File: src/rtl/assert_macros.svh
// assertion macros shared by the tone mapper rtl
// expects clk and rst_n in the including module's scope
`ifndef ASSERT_MACROS_SVH
`define ASSERT_MACROS_SVH

// same-cycle implication
`define ASSERT_IMPL(lbl, ante, cons, msg) \
    lbl: assert property (@(posedge clk) disable iff (!rst_n) (ante) |-> (cons)) \
        else $error(msg);

// next-cycle implication
`define ASSERT_NEXT(lbl, ante, cons, msg) \
    lbl: assert property (@(posedge clk) disable iff (!rst_n) (ante) |=> (cons)) \
        else $error(msg);

`endif

File: src/rtl/ltm_pkg.sv
// shared constants for the logarithmic tone mapper
// no dependencies
package ltm_pkg;

    localparam int INTENSITY_BITS    = 32;
    localparam int FRACTION_BITS     = 16;
    localparam int LOG_FRACTION_BITS = 16;

    // 1 + x - min needs one extra bit
    localparam int VAL_W     = INTENSITY_BITS + 1;
    localparam int TOP_W     = $clog2(VAL_W);
    localparam int MANT_W    = VAL_W - 1;
    localparam int LOG_INT_W = $clog2(INTENSITY_BITS - FRACTION_BITS + 1);
    localparam int LOG_W     = LOG_INT_W + LOG_FRACTION_BITS;
    localparam int ITER_W    = $clog2(LOG_FRACTION_BITS);

    // output scaling by 255
    localparam int BYTE_W    = 8;
    localparam int QUOT_W    = BYTE_W + 1;
    localparam int NUM_W     = LOG_W + BYTE_W;
    localparam int DIV_CNT_W = $clog2(QUOT_W);

    localparam int CHANNELS  = 3;
    localparam int CH_W      = $clog2(CHANNELS);

    // pass codes
    localparam logic ACT_GATHER = 1'b0;
    localparam logic ACT_MAP    = 1'b1;

endpackage

File: src/rtl/ltm_if.sv
// pixel and result channel interfaces for the tone mapper
// depends on ltm_pkg
interface ltm_pix_if;
    logic                                valid;
    logic                                ready;
    logic                                action;
    logic                                first_of_pass;
    logic [ltm_pkg::INTENSITY_BITS-1:0] red_in;
    logic [ltm_pkg::INTENSITY_BITS-1:0] green_in;
    logic [ltm_pkg::INTENSITY_BITS-1:0] blue_in;

    modport source (output valid, action, first_of_pass, red_in, green_in, blue_in,
                    input ready);
    modport sink   (input valid, action, first_of_pass, red_in, green_in, blue_in,
                    output ready);
endinterface

interface ltm_byte_if;
    logic                        valid;
    logic                        ready;
    logic [ltm_pkg::BYTE_W-1:0] red_out;
    logic [ltm_pkg::BYTE_W-1:0] green_out;
    logic [ltm_pkg::BYTE_W-1:0] blue_out;

    modport source (output valid, red_out, green_out, blue_out, input ready);
    modport sink   (input valid, red_out, green_out, blue_out, output ready);
endinterface

File: src/rtl/log_tone_mapper.sv
// a gather transfer is absorbed in its accepting cycle; a map pixel is worked channel by channel
// and its result loaded from the done state, no new pixel being taken until after the load; each
// channel skips the work when flat and the divide when the range logs to zero, else it makes
// two runs of the shared log unit (normalize, 16 squaring steps) and a 9 step divide
// async active-low reset clears the sequencer, the output valid and the statistics
// (minimum all ones, maximum zero)
`include "assert_macros.svh"

module log_tone_mapper
(
    input  logic         clk,
    input  logic         rst_n,
    ltm_pix_if.sink      pixel,
    ltm_byte_if.source   tone
);

    // per-pixel sequencer over the three channels
    typedef enum logic [2:0] {S_IDLE, S_PREP, S_NUM, S_DEN, S_DIV, S_NEXT, S_DONE} state_t;

    localparam int IW = ltm_pkg::INTENSITY_BITS;
    localparam logic [ltm_pkg::CH_W-1:0] CH_LAST = ltm_pkg::CH_W'(ltm_pkg::CHANNELS - 1);

    state_t                          state_reg, state_next;
    logic [ltm_pkg::CH_W-1:0]       ch_reg, ch_next;
    logic [IW-1:0]                  pix_reg  [ltm_pkg::CHANNELS];
    logic [IW-1:0]                  pix_next [ltm_pkg::CHANNELS];
    logic [IW-1:0]                  low_reg  [ltm_pkg::CHANNELS];
    logic [IW-1:0]                  low_next [ltm_pkg::CHANNELS];
    logic [IW-1:0]                  high_reg [ltm_pkg::CHANNELS];
    logic [IW-1:0]                  high_next[ltm_pkg::CHANNELS];
    logic [ltm_pkg::BYTE_W-1:0]     byte_reg [ltm_pkg::CHANNELS];
    logic [ltm_pkg::BYTE_W-1:0]     byte_next[ltm_pkg::CHANNELS];
    logic [ltm_pkg::BYTE_W-1:0]     out_reg  [ltm_pkg::CHANNELS];
    logic [ltm_pkg::BYTE_W-1:0]     out_next [ltm_pkg::CHANNELS];
    logic [IW-1:0]                  range_reg, range_next;
    logic [ltm_pkg::LOG_W-1:0]      num_reg, num_next;
    logic                            log_start_reg, log_start_next;
    logic [IW-1:0]                  log_opnd_reg, log_opnd_next;
    logic                            div_start_reg, div_start_next;
    logic [ltm_pkg::LOG_W-1:0]      div_num_reg, div_num_next;
    logic [ltm_pkg::LOG_W-1:0]      div_den_reg, div_den_next;
    logic                            out_valid_reg, out_valid_next;

    logic [IW-1:0]                  pin [ltm_pkg::CHANNELS];
    logic                            take;
    logic [IW-1:0]                  cur_x, cur_lo, cur_hi;
    logic [IW:0]                    diff_x, diff_r;
    logic [IW-1:0]                  pix_off;
    logic                            flat;
    logic [IW-1:0]                  base_lo [ltm_pkg::CHANNELS];
    logic [IW-1:0]                  base_hi [ltm_pkg::CHANNELS];

    logic                            log_done;
    logic [ltm_pkg::LOG_W-1:0]      log_result;
    logic                            div_done;
    logic [ltm_pkg::BYTE_W-1:0]     div_quot;

    logic                            log_wait;
    logic                            restart_take;
    logic                            stats_equal;

    ltm_log_unit u_log
    (
        .clk     (clk),
        .rst_n   (rst_n),
        .start   (log_start_reg),
        .operand (log_opnd_reg),
        .done    (log_done),
        .result  (log_result)
    );

    ltm_div_unit u_div
    (
        .clk   (clk),
        .rst_n (rst_n),
        .start (div_start_reg),
        .num   (div_num_reg),
        .den   (div_den_reg),
        .done  (div_done),
        .quot  (div_quot)
    );

    assign pin[0] = pixel.red_in;
    assign pin[1] = pixel.green_in;
    assign pin[2] = pixel.blue_in;

    assign pixel.ready = (state_reg == S_IDLE);
    assign take        = pixel.valid && (state_reg == S_IDLE);

    // channel under work
    assign cur_x  = pix_reg[ch_reg];
    assign cur_lo = low_reg[ch_reg];
    assign cur_hi = high_reg[ch_reg];

    // pixel offset from minimum, clamped at zero; range and its flat check from borrow or zero
    assign diff_x  = {1'b0, cur_x} - {1'b0, cur_lo};
    assign pix_off = diff_x[IW] ? '0 : diff_x[IW-1:0];
    assign diff_r  = {1'b0, cur_hi} - {1'b0, cur_lo};
    assign flat    = diff_r[IW] || (diff_r[IW-1:0] == '0);

    // first pixel of a gather pass starts from the reset statistics
    always_comb
    begin
        for (int c = 0; c < ltm_pkg::CHANNELS; c++)
        begin
            base_lo[c] = pixel.first_of_pass ? {IW{1'b1}} : low_reg[c];
            base_hi[c] = pixel.first_of_pass ? {IW{1'b0}} : high_reg[c];
        end
    end

    always_comb
    begin
        state_next     = state_reg;
        ch_next        = ch_reg;
        pix_next       = pix_reg;
        low_next       = low_reg;
        high_next      = high_reg;
        byte_next      = byte_reg;
        out_next       = out_reg;
        range_next     = range_reg;
        num_next       = num_reg;
        log_start_next = 1'b0;
        log_opnd_next  = log_opnd_reg;
        div_start_next = 1'b0;
        div_num_next   = div_num_reg;
        div_den_next   = div_den_reg;
        out_valid_next = out_valid_reg;

        // result register drains independently of the sequencer
        if (tone.ready)
        begin
            out_valid_next = 1'b0;
        end

        case (state_reg)
            S_IDLE:
            begin
                if (take)
                begin
                    if (pixel.action == ltm_pkg::ACT_GATHER)
                    begin
                        for (int c = 0; c < ltm_pkg::CHANNELS; c++)
                        begin
                            low_next[c]  = (pin[c] < base_lo[c]) ? pin[c] : base_lo[c];
                            high_next[c] = (pin[c] > base_hi[c]) ? pin[c] : base_hi[c];
                        end
                    end
                    else
                    begin
                        pix_next   = pin;
                        ch_next    = '0;
                        state_next = S_PREP;
                    end
                end
            end
            S_PREP:
            begin
                range_next = diff_r[IW-1:0];
                if (flat)
                begin
                    // flat channel or no statistics gathered
                    byte_next[ch_reg] = '0;
                    state_next        = S_NEXT;
                end
                else
                begin
                    log_start_next = 1'b1;
                    log_opnd_next  = pix_off;
                    state_next     = S_NUM;
                end
            end
            S_NUM:
            begin
                if (log_done)
                begin
                    num_next       = log_result;
                    log_start_next = 1'b1;
                    log_opnd_next  = range_reg;
                    state_next     = S_DEN;
                end
            end
            S_DEN:
            begin
                if (log_done)
                begin
                    if (log_result == '0)
                    begin
                        // range too small to show in the log
                        byte_next[ch_reg] = '0;
                        state_next        = S_NEXT;
                    end
                    else
                    begin
                        div_start_next = 1'b1;
                        div_num_next   = num_reg;
                        div_den_next   = log_result;
                        state_next     = S_DIV;
                    end
                end
            end
            S_DIV:
            begin
                if (div_done)
                begin
                    byte_next[ch_reg] = div_quot;
                    state_next        = S_NEXT;
                end
            end
            S_NEXT:
            begin
                if (ch_reg == CH_LAST)
                begin
                    state_next = S_DONE;
                end
                else
                begin
                    ch_next    = ch_reg + ltm_pkg::CH_W'(1);
                    state_next = S_PREP;
                end
            end
            S_DONE:
            begin
                // wait until the previous result transfer has gone
                if (!out_valid_reg || tone.ready)
                begin
                    out_next       = byte_reg;
                    out_valid_next = 1'b1;
                    state_next     = S_IDLE;
                end
            end
            default:
            begin
                state_next = S_IDLE;
            end
        endcase
    end

    always_ff @(posedge clk or negedge rst_n)
    begin
        if (!rst_n)
        begin
            state_reg     <= S_IDLE;
            ch_reg        <= '0;
            log_start_reg <= 1'b0;
            div_start_reg <= 1'b0;
            out_valid_reg <= 1'b0;
            for (int c = 0; c < ltm_pkg::CHANNELS; c++)
            begin
                low_reg[c]  <= {IW{1'b1}};
                high_reg[c] <= {IW{1'b0}};
            end
        end
        else
        begin
            state_reg     <= state_next;
            ch_reg        <= ch_next;
            log_start_reg <= log_start_next;
            div_start_reg <= div_start_next;
            out_valid_reg <= out_valid_next;
            low_reg       <= low_next;
            high_reg      <= high_next;
        end
    end

    // payload, no reset needed
    always_ff @(posedge clk)
    begin
        pix_reg      <= pix_next;
        byte_reg     <= byte_next;
        out_reg      <= out_next;
        range_reg    <= range_next;
        num_reg      <= num_next;
        log_opnd_reg <= log_opnd_next;
        div_num_reg  <= div_num_next;
        div_den_reg  <= div_den_next;
    end

    assign tone.valid     = out_valid_reg;
    assign tone.red_out   = out_reg[0];
    assign tone.green_out = out_reg[1];
    assign tone.blue_out  = out_reg[2];

    // terms for the checks below
    assign log_wait     = (state_reg == S_NUM) || (state_reg == S_DEN);
    assign restart_take = take && (pixel.action == ltm_pkg::ACT_GATHER) && pixel.first_of_pass;
    assign stats_equal  = (low_reg[0] == high_reg[0]) && (low_reg[1] == high_reg[1])
                          && (low_reg[2] == high_reg[2]);

    // log unit only answers while the sequencer waits for it
    `ASSERT_IMPL(a_log_done_state, log_done, log_wait, "log result outside log wait")
    // divider only answers while the sequencer waits for it
    `ASSERT_IMPL(a_div_done_state, div_done, state_reg == S_DIV, "divide result outside wait")
    // a new result is loaded only from the done state
    `ASSERT_IMPL(a_load_from_done, $rose(tone.valid), $past(state_reg == S_DONE), "stray load")
    // a restarting gather leaves min equal to max on every channel
    `ASSERT_NEXT(a_restart_stats, restart_take, stats_equal, "restart did not reset statistics")

endmodule

File: src/rtl/ltm_log_unit.sv
// iterative fixed-point log2 of (1 + operand), fraction by repeated squaring
// depends on ltm_pkg; one 32x32 multiplier reused each iteration
module ltm_log_unit
(
    input  logic                                clk,
    input  logic                                rst_n,
    input  logic                                start,
    input  logic [ltm_pkg::INTENSITY_BITS-1:0] operand,
    output logic                                done,
    output logic [ltm_pkg::LOG_W-1:0]          result
);

    typedef enum logic [1:0] {L_IDLE, L_NORM, L_SQ} state_t;

    localparam logic [ltm_pkg::VAL_W-1:0] ONE_V =
        ltm_pkg::VAL_W'(1) << ltm_pkg::FRACTION_BITS;
    localparam logic [ltm_pkg::TOP_W-1:0] TOP_INIT = ltm_pkg::TOP_W'(ltm_pkg::VAL_W - 1);
    localparam logic [ltm_pkg::TOP_W-1:0] TOP_BASE = ltm_pkg::TOP_W'(ltm_pkg::FRACTION_BITS);
    localparam logic [ltm_pkg::ITER_W-1:0] ITER_LAST =
        ltm_pkg::ITER_W'(ltm_pkg::LOG_FRACTION_BITS - 1);

    state_t                                   state_reg, state_next;
    logic [ltm_pkg::VAL_W-1:0]               v_reg, v_next;
    logic [ltm_pkg::TOP_W-1:0]               top_reg, top_next;
    logic [ltm_pkg::MANT_W-1:0]              m_reg, m_next;
    logic [ltm_pkg::LOG_FRACTION_BITS-1:0]   frac_reg, frac_next;
    logic [ltm_pkg::ITER_W-1:0]              cnt_reg, cnt_next;
    logic                                     done_reg, done_next;
    logic [ltm_pkg::LOG_W-1:0]               result_reg, result_next;

    logic [2*ltm_pkg::MANT_W-1:0]            sq;
    logic [ltm_pkg::MANT_W:0]                sq_top;
    logic [ltm_pkg::TOP_W-1:0]               top_rel;

    assign sq      = m_reg * m_reg;
    assign sq_top  = sq[2*ltm_pkg::MANT_W-1:ltm_pkg::MANT_W-1];
    assign top_rel = top_reg - TOP_BASE;

    always_comb
    begin
        state_next  = state_reg;
        v_next      = v_reg;
        top_next    = top_reg;
        m_next      = m_reg;
        frac_next   = frac_reg;
        cnt_next    = cnt_reg;
        done_next   = 1'b0;
        result_next = result_reg;
        case (state_reg)
            L_IDLE:
            begin
                if (start)
                begin
                    v_next     = ltm_pkg::VAL_W'(operand) + ONE_V;
                    top_next   = TOP_INIT;
                    frac_next  = '0;
                    state_next = L_NORM;
                end
            end
            L_NORM:
            begin
                // bring the leading one to the top, four places at a time when possible
                if (v_reg[ltm_pkg::VAL_W-1])
                begin
                    m_next     = v_reg[ltm_pkg::VAL_W-1:1];
                    cnt_next   = '0;
                    state_next = L_SQ;
                end
                else if (v_reg[ltm_pkg::VAL_W-1 -: 4] == 4'b0000)
                begin
                    v_next   = v_reg << 4;
                    top_next = top_reg - ltm_pkg::TOP_W'(4);
                end
                else
                begin
                    v_next   = v_reg << 1;
                    top_next = top_reg - ltm_pkg::TOP_W'(1);
                end
            end
            L_SQ:
            begin
                frac_next = {frac_reg[ltm_pkg::LOG_FRACTION_BITS-2:0], sq_top[ltm_pkg::MANT_W]};
                m_next    = sq_top[ltm_pkg::MANT_W] ? sq_top[ltm_pkg::MANT_W:1]
                                                    : sq_top[ltm_pkg::MANT_W-1:0];
                cnt_next  = cnt_reg + ltm_pkg::ITER_W'(1);
                if (cnt_reg == ITER_LAST)
                begin
                    done_next   = 1'b1;
                    result_next = {top_rel[ltm_pkg::LOG_INT_W-1:0], frac_next};
                    state_next  = L_IDLE;
                end
            end
            default:
            begin
                state_next = L_IDLE;
            end
        endcase
    end

    always_ff @(posedge clk or negedge rst_n)
    begin
        if (!rst_n)
        begin
            state_reg <= L_IDLE;
            done_reg  <= 1'b0;
        end
        else
        begin
            state_reg <= state_next;
            done_reg  <= done_next;
        end
    end

    always_ff @(posedge clk)
    begin
        v_reg      <= v_next;
        top_reg    <= top_next;
        m_reg      <= m_next;
        frac_reg   <= frac_next;
        cnt_reg    <= cnt_next;
        result_reg <= result_next;
    end

    assign done   = done_reg;
    assign result = result_reg;

endmodule

File: src/rtl/ltm_div_unit.sv
// restoring divider for 255*num/den, one quotient bit per cycle, saturates at 255
// depends on ltm_pkg
module ltm_div_unit
(
    input  logic                        clk,
    input  logic                        rst_n,
    input  logic                        start,
    input  logic [ltm_pkg::LOG_W-1:0]  num,
    input  logic [ltm_pkg::LOG_W-1:0]  den,
    output logic                        done,
    output logic [ltm_pkg::BYTE_W-1:0] quot
);

    typedef enum logic {D_IDLE, D_RUN} state_t;

    localparam logic [ltm_pkg::DIV_CNT_W-1:0] CNT_LAST =
        ltm_pkg::DIV_CNT_W'(ltm_pkg::QUOT_W - 1);

    state_t                               state_reg, state_next;
    logic [ltm_pkg::NUM_W-1:0]           rem_reg, rem_next;
    logic [ltm_pkg::NUM_W-1:0]           dsh_reg, dsh_next;
    logic [ltm_pkg::QUOT_W-1:0]          q_reg, q_next;
    logic [ltm_pkg::DIV_CNT_W-1:0]       cnt_reg, cnt_next;
    logic                                 done_reg, done_next;
    logic [ltm_pkg::BYTE_W-1:0]          quot_reg, quot_next;

    logic                                 fits;

    assign fits = (rem_reg >= dsh_reg);

    always_comb
    begin
        state_next = state_reg;
        rem_next   = rem_reg;
        dsh_next   = dsh_reg;
        q_next     = q_reg;
        cnt_next   = cnt_reg;
        done_next  = 1'b0;
        quot_next  = quot_reg;
        case (state_reg)
            D_IDLE:
            begin
                if (start)
                begin
                    // 255*num as 256*num - num
                    rem_next   = {num, {ltm_pkg::BYTE_W{1'b0}}} - ltm_pkg::NUM_W'(num);
                    dsh_next   = {den, {ltm_pkg::BYTE_W{1'b0}}};
                    q_next     = '0;
                    cnt_next   = '0;
                    state_next = D_RUN;
                end
            end
            D_RUN:
            begin
                rem_next = fits ? (rem_reg - dsh_reg) : rem_reg;
                q_next   = {q_reg[ltm_pkg::QUOT_W-2:0], fits};
                dsh_next = dsh_reg >> 1;
                cnt_next = cnt_reg + ltm_pkg::DIV_CNT_W'(1);
                if (cnt_reg == CNT_LAST)
                begin
                    // top quotient bit set means 256 or more
                    done_next  = 1'b1;
                    quot_next  = q_next[ltm_pkg::QUOT_W-1] ? {ltm_pkg::BYTE_W{1'b1}}
                                                           : q_next[ltm_pkg::BYTE_W-1:0];
                    state_next = D_IDLE;
                end
            end
            default:
            begin
                state_next = D_IDLE;
            end
        endcase
    end

    always_ff @(posedge clk or negedge rst_n)
    begin
        if (!rst_n)
        begin
            state_reg <= D_IDLE;
            done_reg  <= 1'b0;
        end
        else
        begin
            state_reg <= state_next;
            done_reg  <= done_next;
        end
    end

    always_ff @(posedge clk)
    begin
        rem_reg  <= rem_next;
        dsh_reg  <= dsh_next;
        q_reg    <= q_next;
        cnt_reg  <= cnt_next;
        quot_reg <= quot_next;
    end

    assign done = done_reg;
    assign quot = quot_reg;

endmodule
File: src/flat_wrapper.sv
// flat-port wrapper written by rule: the top's interface ports become plain ports
module log_tone_mapper_flat 
  (clk, rst_n, pixel_valid, pixel_action, pixel_first_of_pass, pixel_red_in, pixel_green_in, pixel_blue_in, pixel_ready, tone_valid, tone_red_out, tone_green_out, tone_blue_out, tone_ready);
  ltm_pix_if pixel_i ();
  ltm_byte_if tone_i ();
  input  logic clk;
  input  logic rst_n;
  input wire logic [$bits(pixel_i.valid)-1:0] pixel_valid;
  input wire logic [$bits(pixel_i.action)-1:0] pixel_action;
  input wire logic [$bits(pixel_i.first_of_pass)-1:0] pixel_first_of_pass;
  input wire logic [$bits(pixel_i.red_in)-1:0] pixel_red_in;
  input wire logic [$bits(pixel_i.green_in)-1:0] pixel_green_in;
  input wire logic [$bits(pixel_i.blue_in)-1:0] pixel_blue_in;
  output wire logic [$bits(pixel_i.ready)-1:0] pixel_ready;
  output wire logic [$bits(tone_i.valid)-1:0] tone_valid;
  output wire logic [$bits(tone_i.red_out)-1:0] tone_red_out;
  output wire logic [$bits(tone_i.green_out)-1:0] tone_green_out;
  output wire logic [$bits(tone_i.blue_out)-1:0] tone_blue_out;
  input wire logic [$bits(tone_i.ready)-1:0] tone_ready;
  assign pixel_i.valid = pixel_valid;
  assign pixel_i.action = pixel_action;
  assign pixel_i.first_of_pass = pixel_first_of_pass;
  assign pixel_i.red_in = pixel_red_in;
  assign pixel_i.green_in = pixel_green_in;
  assign pixel_i.blue_in = pixel_blue_in;
  assign pixel_ready = pixel_i.ready;
  assign tone_valid = tone_i.valid;
  assign tone_red_out = tone_i.red_out;
  assign tone_green_out = tone_i.green_out;
  assign tone_blue_out = tone_i.blue_out;
  assign tone_i.ready = tone_ready;
  log_tone_mapper u_core (.clk(clk), .rst_n(rst_n), .pixel(pixel_i), .tone(tone_i));
endmodule
File: config.mk
export PLATFORM = sky130hd
export DESIGN_NAME = log_tone_mapper_flat
export DESIGN_NICKNAME = d
export VERILOG_FILES = /design/src/rtl/ltm_pkg.sv /design/src/rtl/ltm_if.sv /design/src/rtl/log_tone_mapper.sv /design/src/rtl/ltm_log_unit.sv /design/src/rtl/ltm_div_unit.sv /design/src/flat_wrapper.sv
export VERILOG_INCLUDE_DIRS = /design/src /design/src/rtl
export SDC_FILE = /design/constraint.sdc
export NUM_CORES = 2
export LEC_CHECK = 0
export ABC_AREA = 1
export BUFFER_PORTS_ARGS = -buffer_cell sky130_fd_sc_hd__buf_2
export CORE_MARGIN = 2
export CORE_UTILIZATION = 55
export CTS_BUF_LIST = sky130_fd_sc_hd__clkbuf_2
export CTS_CLUSTER_DIAMETER = 80
export DETAILED_ROUTE_END_ITERATION = 7
export GPL_TIMING_DRIVEN = 0
export PLACE_DENSITY = 0.74
export SYNTH_ARGS = -nofsm -noshare
export SYNTH_HDL_FRONTEND = slang
export SYNTH_HIERARCHICAL = 1
export SYNTH_SLANG_ARGS = --single-unit
File: constraint.sdc
create_clock -name clk -period 7.1 [get_ports clk]
set_clock_uncertainty 0.05 [all_clocks]
set_input_delay 0.355 -clock clk [delete_from_list [all_inputs] [get_ports clk]]
set_output_delay 0.355 -clock clk [all_outputs]
set_load 0.01 [all_outputs]
# [Yosys cells after proc, flatten, opt, wreduce, memory -nomap -nowiden]
# Index checks and enable logic that the tools add are counted.
[totals] reg_bits=665 inputBits=102 output_inout_bits=26
[op_classes] n_addsub=11 mul=1 order_cmp=9 n_eq_ne=27 muxes=91 bitwise_logic=6 reduce_logical=33
[ops] op="2-to-1 mux 32 bit" n=23
[ops] op="binary-select mux 32 bit (select 2 bit)" n=3
[ops] op="case mux 32 bit (2 select lines)" n=2
[ops] op="case mux 29 bit (2 select lines)" n=2
[ops] op="2-to-1 mux 33 bit" n=3
[ops] op="> comparator 32 bit" n=3
[ops] op="less-than comparator 32 bit" n=3
[ops] op="2-to-1 mux 24 bit" n=4
[ops] op="2-to-1 mux 29 bit" n=3
[ops] op="case mux 24 bit (3 select lines)" n=1
[ops] op="case mux 33 bit (2 select lines)" n=1
[ops] op="subtractor 32 x 32 -> 33 bit" n=2
[ops] op="multiplier 32 x 32 -> 64 bit" n=1
[ops] op="adder 32 x 17 -> 33 bit, second input constant" n=1
[ops] op="zero test 32 bit" n=1
[ops] op="case mux 15 bit (2 select lines)" n=1
[ops] op="greater-or-equal comparator 29 bit" n=1
[ops] op="subtractor 29 x 21 -> 29 bit" n=1
[ops] op="subtractor 29 bit" n=1
[ops] op="AND 24 bit" n=1
[ops] op="bitwise mux 24 bit" n=1
[ops] op="2-to-1 mux 3 bit" n=8
[ops] op="inverter 24 bit" n=1
[ops] op="zero test 21 bit" n=1
[ops] op="44 further kinds" n=109

# [Logic depth before layout (Yosys ltp)]
[depth] depth_word=10 mapped_depth=36

# [By module]
# Netlist, hierarchy kept.
[modules_own_cells] module="ltm_log_unit" n_inst=1 cells_per_inst=4596 area_per_inst_um2=36915.4
[modules_own_cells] module="log_tone_mapper" n_inst=1 cells_per_inst=3634 area_per_inst_um2=29580.9
[modules_own_cells] module="ltm_div_unit" n_inst=1 cells_per_inst=1076 area_per_inst_um2=7131.8

# [Worst setup path before layout]
# Ideal clock, no wire load.
[synth_timing] path_type="register -> register" from="reg u_core/u_log/m_reg[12] in the netlist's numbering" to="reg u_core/u_log/m_reg[16] in the netlist's numbering, data pin" setup_ns=0.258 arrival_ns=6.731 t_required_ns=6.792 slack_ns=0.061 stages_incl_launch_ff=31 synth_period_minus_slack_ns=7.039 path_cell_list="edfxtp_1 -> clkbuf_1 -> clkbuf_1 -> buf_1 -> nand2_1 -> fa_1 -> inv_1 -> fa_1 -> fa_1 -> inv_1 -> fa_1 -> inv_1 -> fa_1 -> inv_1 -> fa_1 -> inv_1 -> fa_1 -> fa_1 -> ha_1 -> nand2_1 -> nor2_1 -> nand2_1 -> nor2_1 -> nand2_1 -> nand2_2 -> nand2_2 -> nand3_1 -> nand2_4 -> buf_8 -> nand3_2 -> nand3_2"
[synth_via] elab_chain_cells=3
[synth_rtl] element="start, declared" line_no="ltm_log_unit.sv:25" source="logic [ltm_pkg::MANT_W-1:0] m_reg, m_next;"
[synth_rtl] element="start signal, assigned" line_no="ltm_log_unit.sv:118" source="m_reg <= m_next;"
[synth_rtl] element="multiplier 32 x 32 -> 64 bit" line_no="ltm_log_unit.sv:35" source="assign sq = m_reg * m_reg;"
[synth_rtl] element="2-to-1 mux 32 bit" line_no="ltm_log_unit.sv:83" source="m_next = sq_top[ltm_pkg::MANT_W] ? sq_top[ltm_pkg::MANT_W:1]"
[synth_rtl] element="case mux 32 bit (2 select lines)" line_no="ltm_log_unit.sv:49" source="case (state_reg)"
[synth_rtl] element="net u_core.u_log.m_next (one bit)" line_no="ltm_log_unit.sv:25"
# The timed path passes the listed nets, and every way through them passes these cells.
# A chain may end at the register's enable or synchronous reset.

# [Final worst setup path]
[layout_timing] from="reg u_core/u_log/m_reg[13] in the netlist's numbering" to="reg u_core/u_log/m_reg[25] in the netlist's numbering, data pin"
[layout_via] elab_chain_cells=3
[layout_rtl] element="multiplier 32 x 32 -> 64 bit" line_no="ltm_log_unit.sv:35"
[layout_rtl] element="net u_core.u_log.sq (one bit)" line_no="ltm_log_unit.sv:31" source="logic [2*ltm_pkg::MANT_W-1:0] sq;"
[layout_rtl] element="2-to-1 mux 32 bit" line_no="ltm_log_unit.sv:83"
[layout_rtl] element="case mux 32 bit (2 select lines)" line_no="ltm_log_unit.sv:49"
[layout_rtl] element="net u_core.u_log.m_next (one bit)" line_no="ltm_log_unit.sv:25"
# The timed path passes the listed nets, and every way through them passes these cells.

==> results by group <==
STA
  – Final hold vios: 0
  – Final Max Tran Viols: 0
  – Fmax: 0.132 GHz
  – Final setup viols: 34
  – Setup TNS: -11.87 ns
  – Slew headroom: 27.7%
  – Min Clock Period, post-route: 7.57 ns
  – Least-Margin Pin Slew: 1.07 ns
  – Final setup margin: -0.469 ns
  – Tcrit/Tclk final: 107%
  – RSZ-0062 raised after global routing: yes

GRT
  – First-pass GRT wire length: 396000 um
  – Gr ovfl total: 0
  – Largest net degree at the start of global routing: 107
  – Vias in the first global route: 67600
  – Antenna violations before repair: 6
  – Overall routing resource usage: 38.7%

Synthesis
  – Synth warn: 6
  – Sequential fraction of the synthesis area: 25.9%
  – Post-Syn Area: 73600 um2
  – Fraction of synthesized area in multiplexers: 0%
  – Top FF cell, synth: edfxtp_1
  – Largest family of logic cells by synthesized area: adder cells
  – Synth Area in XOR/XNOR: 1.14%
  – Syn_nets: 10800
  – Synth top area share: 21.6%
  – Post-synthesis compound-gate area fraction: 7.47%
  – Post-synthesis register bit count: 664
  – Asr flop ratio synth: 30.9%
  – Post-synth EDFFs: 459
  – Largest cells by area after synthesis: fa_1 22%, edfxtp_1 19%, nand2_1 13%
  – Avg Inst Size Synth: 7.91 um2
  – Synth Area in Adders: 31.8%
  – Library cells used by synthesis: 68
  – Cell taking the most area after synthesis: fa_1
  – Simple-Gate Fraction of Synth Area: 22.0%
  – Gate Count Post-Synth: 9306

Setup path
  – Critical-path top delay cell: fa_1
  – CP bufs+invs: 9
  – Crit Path Class: flop to flop
  – Worst Path Required: 8.28 ns
  – Crit-path max FO: 7
  – Crit path top cell by count: fa_1
  – Peak per-stage delay on the critical path: 0.59 ns
  – CP delay by family, top: adder cells
  – Startpoint types: flop
  – Capturing element type of the critical path: flop
  – Crit path DAT: 8.75 ns

Route
  – DR pass1 iterations: 8
  – Final ANT Viol Nets: 0
  – Drt total wl: 264000 um
  – Initial DRC count: 7587
  – Vias: 67200
  – Vias/cell: 5.67
  – Drt drc: 2
  – WL/cell: 22.3 um

Die
  – Die width: 370 um
  – CORE AREA: 133000 um2
  – I/O pin cnt: 128
  – Initial core utilization: 55.3%
  – Die area: 137000 um2
  – FP Rows: 134
  – Die Span Y: 370 um

Finish
  – Fill cell count: 11500
  – Commonest non-fill, non-tap cell in the layout: nand2_1
  – Non-filler cells, final: 11900
  – Register area: 19000 um2
  – Total Nets Final: 11400
  – Most frequent cells in the layout: 2554 x nand2_1, 1919 x inv_1, 761 x fa_1
  – Share of cells above drive strength 1: 12.1%
  – Area of the multi-input gates: 47400 um2
  – Synthesis-to-finish area growth: 14.1%
  – Cell area after layout: 84000 um2

Place
  – Post-DP HPWL: 202000 um
  – IO Port Bufs: 126
  – Placed Area: 76800 um2
  – GP Congestion: 1.08
  – Post-place setup slack: -2.47 ns
  – Dpl cells: 11200

Job
  – Max Cap Viol: 0

CTS
  – CTS Buffer Depth: 3
  – H-tree depth: 4
  – CTS tree: built
  – Skew-Pair Late Insertion Delay: 1.55 ns
  – Clock-pin slew on the worst setup and hold paths: 0.14 ns
  – CTS Buf Count: 169
  – Clock root buffer: clkbuf_2
  – TritonCTS Sinks: 664

Outcome
  – Status: complete, but fails checks
  – Failing checks: DRC, setup timing

Hold path
  – Worst min path class: input pin to flop
==> per-layer routing <==
metal	vias up	GRT usage, %	routed length [um]
li1	30200	-	-
met1	31800	47.4	95200
met2	4107	61.6	118000
met3	1111	9.14	29700
met4	6	24.8	20900
met5	-	0	37
==> metrics by stage <==
step / util (%) / hold WS, ns
floorplan: - / 0.00941
global placement: 57.4 / 0.352
detailed placement: 57.7 / 0.355
CTS: 62.5 / 0.00713
global route: 63.1 / 0.0971
finish: 63.1 / 0.158
==> kinds of logic after synthesis <==
| group | count (synthesis) |
|---|---|
| adders and majority gates | 1394 |
| AOI/OAI and AO/OA | 979 |
| DFF | 664 |
| xor gates and xnor gates | 96 |
| and+or+nand+nor | 3908 |
| buffers and inverters | 2265 |
==> worst min-delay path: stages <==
cell	delay (ns)
dlygate4sd3_1	0.54
buf_4	0.18
clkbuf_1	0.26
nor2_1	0.22
nand2_1	0.08
o211ai_1	0.08
nand2_1	0.05
==> worst paths after layout <==
kind | from | endpoint | slack, ns | depth (start not counted)
worst max-delay path | u_core/u_log/m_reg[13] | u_core/u_log/m_reg[25] | -0.47 | 30
worst min-delay path | pixel_first_of_pass | u_core/low_reg[10] | 0.16 | 7
worst max register to register | u_core/u_log/m_reg[13] | u_core/u_log/m_reg[25] | -0.47 | 30
worst min register to register | u_core/byte_reg[1] | u_core/tone.blue_out[1] | 0.35 | 0
max in group asynchronous | rst_n | u_core/high_reg[66] | 5.39 | 6
min in group asynchronous | rst_n | u_core/high_reg[85] | 0.54 | 5
==> area by class of cell <==
type	instances	share of cell area, %
multi-input combinational	6377	56.4
sequential	664	22.6
inverter	1963	8.77
timing repair buffer	477	5.01
tap	1768	2.63
buffer	293	2.59
clock buffer	238	1.42
clock inverter	68	0.462
antenna	12	0.0357
==> timing repair <==
item | CTS | global route
pin swaps | 71 | 89
hold buffers | 213 | 0
endpoints found under the hold margin | 619 | 0
gates cloned | 6 | 1
setup buffers | 91 | 28
resized for setup | 524 | 159
endpoints found under the setup margin | 34 | 34
==> cell usage after synthesis, types with 10 or more instances <==
library cell,instances
nor2_2,24
buf_2,35
ha_1,600
nand3_2,29
nand2_1,2633
o21bai_1,33
o22ai_1,11
nor4_1,16
nand3b_1,80
nor2_1,596
xnor2_1,38
clkbuf_1,225
xor2_1,58
nor3_1,41
a21o_1,14
inv_2,19
inv_1,1939
o211ai_1,44
a21oi_1,326
buf_1,28
o21ai_1,30
or2_2,18
fa_1,794
nand2_2,42
a2bb2oi_1,31
o21ai_0,416
o21ai_2,11
nand3_1,335
o21a_1,10
dfrtp_1,109
nand4_1,57
edfxtp_1,459
dfstp_2,96
a31oi_1,12
Power is left out: the tool's default activity adds up to more than one toggle a clock period on the data nets, which glitch-free logic cannot reach.
